$ cat src/design/brent_root_finder_unit_defines.svh
// Assertion macros for the Brent root finder.
`ifndef BRENT_ROOT_FINDER_UNIT_DEFINES_SVH
`define BRENT_ROOT_FINDER_UNIT_DEFINES_SVH
// Implication check clocked on the rising edge, quiet during reset.
`define BRF_ASSERT_IMPL(label, clk, rstn, ante, cons) \
    label: assert property (@(posedge clk) disable iff (!rstn) (ante) |-> (cons)) \
        else $error("brent root finder check failed");
// Next-cycle implication check.
`define BRF_ASSERT_NEXT(label, clk, rstn, ante, cons) \
    label: assert property (@(posedge clk) disable iff (!rstn) (ante) |=> (cons)) \
        else $error("brent root finder check failed");
`endif

$ cat src/design/brf_pkg.sv
// Package with types, constants and saturating helpers for the Brent root finder.
`default_nettype none
package brf_pkg;
    localparam int VW = 32;
    localparam logic signed [VW-1:0] VMAX = {1'b0, {(VW-1){1'b1}}};
    localparam logic signed [VW-1:0] VMIN = {1'b1, {(VW-1){1'b0}}};

    typedef logic signed [VW-1:0] val_t;

    typedef enum logic [1:0] {
        ST_EVAL = 2'd0, ST_ROOT = 2'd1, ST_BAD = 2'd2, ST_UNEXP = 2'd3
    } status_t;

    typedef enum logic [1:0] {
        REG_LOWER = 2'd0, REG_UPPER = 2'd1, REG_TOL = 2'd2, REG_ITER = 2'd3
    } reg_idx_t;

    typedef enum logic [5:0] {
        S_IDLE, S_WAIT_A, S_WAIT_B, S_WAIT_S,
        S_NP_START,
        S_T1_M1, S_T1_M2, S_T1_D1, S_T1_D2,
        S_T2_M1, S_T2_M2, S_T2_D1, S_T2_D2,
        S_T3_M1, S_T3_M2, S_T3_D1, S_T3_D2,
        S_SC_M1, S_SC_D1,
        S_NP_TEST, S_EMIT
    } state_t;

    typedef enum logic {
        OP_MUL = 1'b0, OP_DIV = 1'b1
    } aop_t;

    // Request to and reply from the shared multiply/divide unit.
    typedef struct packed {
        logic start;
        aop_t op;
    } au_req_t;

    typedef struct packed {
        logic busy;
        logic done;
    } au_rsp_t;

    function automatic val_t sat_add(val_t x, val_t y);
        logic signed [VW:0] s;
        s = {x[VW-1], x} + {y[VW-1], y};
        if (s[VW] != s[VW-1]) return s[VW] ? VMIN : VMAX;
        return s[VW-1:0];
    endfunction

    function automatic val_t sat_sub(val_t x, val_t y);
        logic signed [VW:0] s;
        s = {x[VW-1], x} - {y[VW-1], y};
        if (s[VW] != s[VW-1]) return s[VW] ? VMIN : VMAX;
        return s[VW-1:0];
    endfunction

    function automatic val_t sat_abs(val_t x);
        if (x == VMIN) return VMAX;
        return x[VW-1] ? -x : x;
    endfunction

    function automatic val_t floor_avg(val_t x, val_t y);
        logic signed [VW:0] s;
        s = {x[VW-1], x} + {y[VW-1], y};
        return s[VW:1];
    endfunction

    function automatic logic opposite(val_t x, val_t y);
        return (x[VW-1] && !y[VW-1] && y != '0) || (y[VW-1] && !x[VW-1] && x != '0);
    endfunction
endpackage
`default_nettype wire

$ cat src/design/brf_arith.sv
// Shared Q16.16 multiply and bit-serial divide unit with saturation.
`default_nettype none
module brf_arith (
    input  wire logic           aclk,
    input  wire logic           aresetn,
    input  wire brf_pkg::au_req_t req,
    input  wire brf_pkg::val_t  x,
    input  wire brf_pkg::val_t  y,
    output brf_pkg::au_rsp_t    rsp,
    output brf_pkg::val_t       result
);
    localparam int VW = brf_pkg::VW;
    localparam int NB = VW + 16;
    localparam int CW = $clog2(NB + 1);

    logic              busy_reg, busy_next;
    logic              done_reg, done_next;
    brf_pkg::aop_t     op_reg, op_next;
    logic              neg_reg, neg_next;
    logic [CW-1:0]     cnt_reg, cnt_next;
    logic [NB-1:0]     num_reg, num_next;
    logic [VW:0]       dv_reg, dv_next;
    logic [VW:0]       rem_reg, rem_next;
    logic [NB-1:0]     quo_reg, quo_next;
    logic [2*VW-1:0]   prod_reg, prod_next;
    brf_pkg::val_t     res_reg, res_next;

    logic [VW-1:0] ux, uy;
    logic [VW:0]   rsh;
    logic [NB-1:0] mag;
    logic          ovf;

    function automatic brf_pkg::val_t from_mag(logic neg, logic [NB-1:0] m, logic o);
        if (!neg) return (o || m > NB'(brf_pkg::VMAX)) ? brf_pkg::VMAX : m[VW-1:0];
        if (o || m > NB'(brf_pkg::VMAX) + NB'(1)) return brf_pkg::VMIN;
        return -m[VW-1:0];
    endfunction

    always_comb begin
        ux = x[VW-1] ? -x : x;
        uy = y[VW-1] ? -y : y;
        busy_next = busy_reg;
        done_next = 1'b0;
        op_next = op_reg;
        neg_next = neg_reg;
        cnt_next = cnt_reg;
        num_next = num_reg;
        dv_next = dv_reg;
        rem_next = rem_reg;
        quo_next = quo_reg;
        prod_next = prod_reg;
        res_next = res_reg;
        rsh = '0;
        mag = '0;
        ovf = 1'b0;
        if (req.start) begin
            op_next = req.op;
            neg_next = x[VW-1] ^ y[VW-1];
            busy_next = 1'b1;
            if (req.op == brf_pkg::OP_MUL) begin
                prod_next = ux * uy;
                cnt_next = '0;
            end else if (x == '0) begin
                busy_next = 1'b0;
                done_next = 1'b1;
                res_next = '0;
            end else if (y == '0) begin
                busy_next = 1'b0;
                done_next = 1'b1;
                res_next = x[VW-1] ? brf_pkg::VMIN : brf_pkg::VMAX;
            end else begin
                num_next = {ux, 16'h0000};
                dv_next = {1'b0, uy};
                rem_next = '0;
                quo_next = '0;
                cnt_next = CW'(NB);
            end
        end else if (busy_reg) begin
            if (op_reg == brf_pkg::OP_MUL) begin
                mag = NB'(prod_reg[2*VW-1:16]);
                ovf = prod_reg[2*VW-1:VW+16] != '0;
                res_next = from_mag(neg_reg, mag, ovf);
                busy_next = 1'b0;
                done_next = 1'b1;
            end else if (cnt_reg != '0) begin
                rsh = {rem_reg[VW-1:0], num_reg[NB-1]};
                num_next = {num_reg[NB-2:0], 1'b0};
                if (rsh >= dv_reg) begin
                    rem_next = rsh - dv_reg;
                    quo_next = {quo_reg[NB-2:0], 1'b1};
                end else begin
                    rem_next = rsh;
                    quo_next = {quo_reg[NB-2:0], 1'b0};
                end
                cnt_next = cnt_reg - CW'(1);
            end else begin
                res_next = from_mag(neg_reg, quo_reg, 1'b0);
                busy_next = 1'b0;
                done_next = 1'b1;
            end
        end
    end

    always_ff @(posedge aclk) begin
        if (!aresetn) begin
            busy_reg <= 1'b0;
            done_reg <= 1'b0;
        end else begin
            busy_reg <= busy_next;
            done_reg <= done_next;
        end
        op_reg <= op_next;
        neg_reg <= neg_next;
        cnt_reg <= cnt_next;
        num_reg <= num_next;
        dv_reg <= dv_next;
        rem_reg <= rem_next;
        quo_reg <= quo_next;
        prod_reg <= prod_next;
        res_reg <= res_next;
    end

    assign rsp.busy = busy_reg;
    assign rsp.done = done_reg;
    assign result = res_reg;
endmodule
`default_nettype wire

$ cat config.mk
export PLATFORM = sky130hd
export DESIGN_NAME = brf_arith
export DESIGN_NICKNAME = d
export VERILOG_FILES = /design/src/design/brent_root_finder_unit_defines.svh /design/src/design/brf_pkg.sv /design/src/design/brf_arith.sv
export SDC_FILE = /design/constraint.sdc
export NUM_CORES = 2
export LEC_CHECK = 0
export BUFFER_PORTS_ARGS = -buffer_cell sky130_fd_sc_hd__buf_4
export CORE_UTILIZATION = 43
export DETAILED_ROUTE_END_ITERATION = 8
export PLACE_DENSITY = 0.58
export SLEW_MARGIN = 20
export SYNTH_ARGS = -nofsm -noshare
export SYNTH_HDL_FRONTEND = slang
export SYNTH_SLANG_ARGS = --single-unit
export TNS_END_PERCENT = 5
$ cat constraint.sdc
create_clock -name aclk -period 24.6 [get_ports aclk]
set_clock_uncertainty 0.1 [all_clocks]
set_input_delay 1.23 -clock aclk [delete_from_list [all_inputs] [get_ports aclk]]
set_output_delay 1.23 -clock aclk [all_outputs]
set_load 0.01 [all_outputs]
==> impl_metrics.yaml <==
worst_setup_path:
  crit_top_cell: "fa_1"
  worst_r2r_startpoint: "prod_reg[16]"
  critPathLaunchType: "input port"
  slowest_stage: "xnor2_2"
  cp-end-kind: "flop"
  crit_required_ns: 24.81
  critPathMaxStageDelay_ns: 0.80
  r2r_setup_slack_ns: 19.89
  critical_path_class: "input port to flop"
  cp.arrival_ns: 13.22
  cp_max_fo: 24
  crit_path_start: "y[0]"
clock_network:
  root_buffer: "clkbuf_16"
  clk_pin_slew_ns: 0.06
  cts_setup_buffers: 0
  cts_tree: "yes"
  cts_made_buffers: 28
  cts-resized-gates: 0
  worstSkewPairLatency_ns: 0.58
  cts.sinks: 234
  cts_hold_buf: 0
  clockBufferDepth: 3
  h-tree-depth: 1
die:
  die_w_um: 327.9
  die_y_um: 327.9
  start_util: 0.4339
  coreArea_mm2: 0.1053
  die-area_mm2: 0.1075
  pin_count: 102
  rows: 119
synth:
  synthMostInstantiatedCell: "inv_1"
  synth_area_leader_cell: "fa_1"
  synth.cell_area_mm2: 0.04568
  synth_cells: 5074
  syn_area_per_cell_um2: 9.002
  ys_types: 72
  synth_area_leaders: "fa_1 39%, edfxtp_1 15%, ha_1 8.1%, inv_1 8.1%, nor2_1 5.6%"
  synth_top_area_share: 0.3927
  async_flop_share: 0
  netlist_top_cells_count: "986 x inv_1, 896 x fa_1, 685 x nor2_1, 607 x nand2_1, 297 x ha_1"
  synth_fp_nets: 6335
  synth_edf_count: 232
  ys_seq_area_frac: 0.1534
  synth-seq-cells: 234
  ys_warn_count: 0
  ys.flop_type: "edfxtp_1"
sta:
  rsz0062_at_grt: "false"
  max-slew-margin-rel: 0.2254
  final.setup.tns_ns: 0
  worst_pin_slew_ns: 1.155
  setup_viol: 0
  fmax_ghz: 0.07682
  finalHoldViolations: 0
  period_needed_ns: 13.02
  fin_crit_sh: 0.5291
  drv_slew: 0
run_status:
  outcome: "finished, final reports clean"
routing:
  vias: 36177
  route.detailed.wl_per_inst_um: 23.24
  routed_wl_mm: 150.9
  ant_nets: 0
  drc_errors: 0
  drt_iter0_markers: 3091
  avgViaCountPerCell: 5.572
  dr.pass1.iters: 6
global_route:
  grt_pass1_wl_mm: 229.7
  antenna_found_initial: 6
  grtUsageTotal: 0.2852
  grt_max_degree: 88
  gr-total-overflow: 0
  grt_pass1_vias: 36960
placed_design:
  io_buffers: 101
  dp_hpwl_mm: 115.7
  gp_congestion: 0.9506
  post_dp_cell_area_mm2: 0.04863
worst_hold_path:
  hp-start: "num_reg[46]"
  hold_class: "flop to flop"
layout:
  area_growth_pct: 8.823
  num-fill-cells: 10156
  drive_gt1_frac: 0.07178
  seqCellArea_mm2: 0.007007
  nets: 6338
  multiInputGateArea_mm2: 0.03447
  final_cell_area_mm2: 0.04971
run:
  drv_cap: 0
==> metal layers <==
layer	share of wire	global-route usage
met5	0.00015	0
met4	0.049	0.1142
met3	0.090	0.05447
met2	0.46	0.4582
met1	0.40	0.3798
==> cells in the final DEF (no fill, tap or decap), types with 20 or more instances in the layout <==
| cell type | count |
|---|---|
| xor2_1 | 50 |
| edfxtp_1 | 232 |
| nand2b_1 | 21 |
| a21oi_1 | 184 |
| ha_1 | 297 |
| xnor2_1 | 58 |
| o21ai_0 | 119 |
| or3_1 | 22 |
| inv_1 | 986 |
| nand3_1 | 62 |
| a21o_1 | 55 |
| buf_4 | 214 |
| nor2_1 | 683 |
| nand4_1 | 21 |
| xnor2_2 | 23 |
| and2_1 | 24 |
| nor4_1 | 23 |
| o21a_1 | 20 |
| nor2b_1 | 67 |
| nand2_1 | 607 |
| o31ai_1 | 22 |
| a31oi_1 | 21 |
| fa_1 | 896 |
| nor3_1 | 53 |
| clkbuf_16 | 28 |
==> final cells by class <==
| cell class | instances | area share |
|---|---|---|
| Antenna cell | 3 | 0.0001510 |
| Tap cell | 1391 | 0.03501 |
| Inverter | 1003 | 0.07579 |
| Clock inverter | 22 | 0.006645 |
| Multi-Input combinational cell | 3592 | 0.6935 |
| Clock buffer | 30 | 0.01425 |
| Sequential cell | 234 | 0.1410 |
| Timing Repair Buffer | 218 | 0.03373 |
==> logic make-up (layout without fill, tap and decap cells) <==
family                     Yosys count  after routing  share of synthesized area
AOI/OAI and AO/OA                  580            580                    0.08086
xor gates and xnor gates           162            162                    0.03262
and+or+nand+nor                   1645           1645                     0.1528
muxes                               12             12                   0.002986
DFF                                234            234                     0.1534
other                                0              3                          0
adders and majority gates         1193           1193                     0.4740
buffers and inverters             1248           1273                     0.1033
==> worst max-delay path: cells and delay by family <==
kind | cells | cell delay, ns
fa+ha+maj | 10 | 4.51
compound gates | 9 | 2.89
simple gates | 7 | 2.32
buf+inv | 8 | 1.34
xor+xnor | 2 | 0.88
==> path summary, 6_finish.rpt <==
path	cells after the start	to
max reg2reg	11	result[19]
min	1	num_reg[47]
min reg2reg	1	num_reg[47]
max	36	prod_reg[53]
==> per-stage QoR <==
step	std cells	worst slack (ns)	hold WS (ns)	util
2_1_floorplan	5074	13.27	0.4248	-
3_3_place_gp	6436	11.26	0.4431	0.4616
3_5_place_dp	6437	11.11	0.4551	0.4620
4_1_cts	6489	11.68	0.4516	0.4718
5_1_grt	6490	11.06	0.4866	0.4721
6_report	6493	11.58	0.4651	0.4722
Power is not shown: default switching activity piles up to over one toggle a cycle in this logic, so the estimate is an artifact.
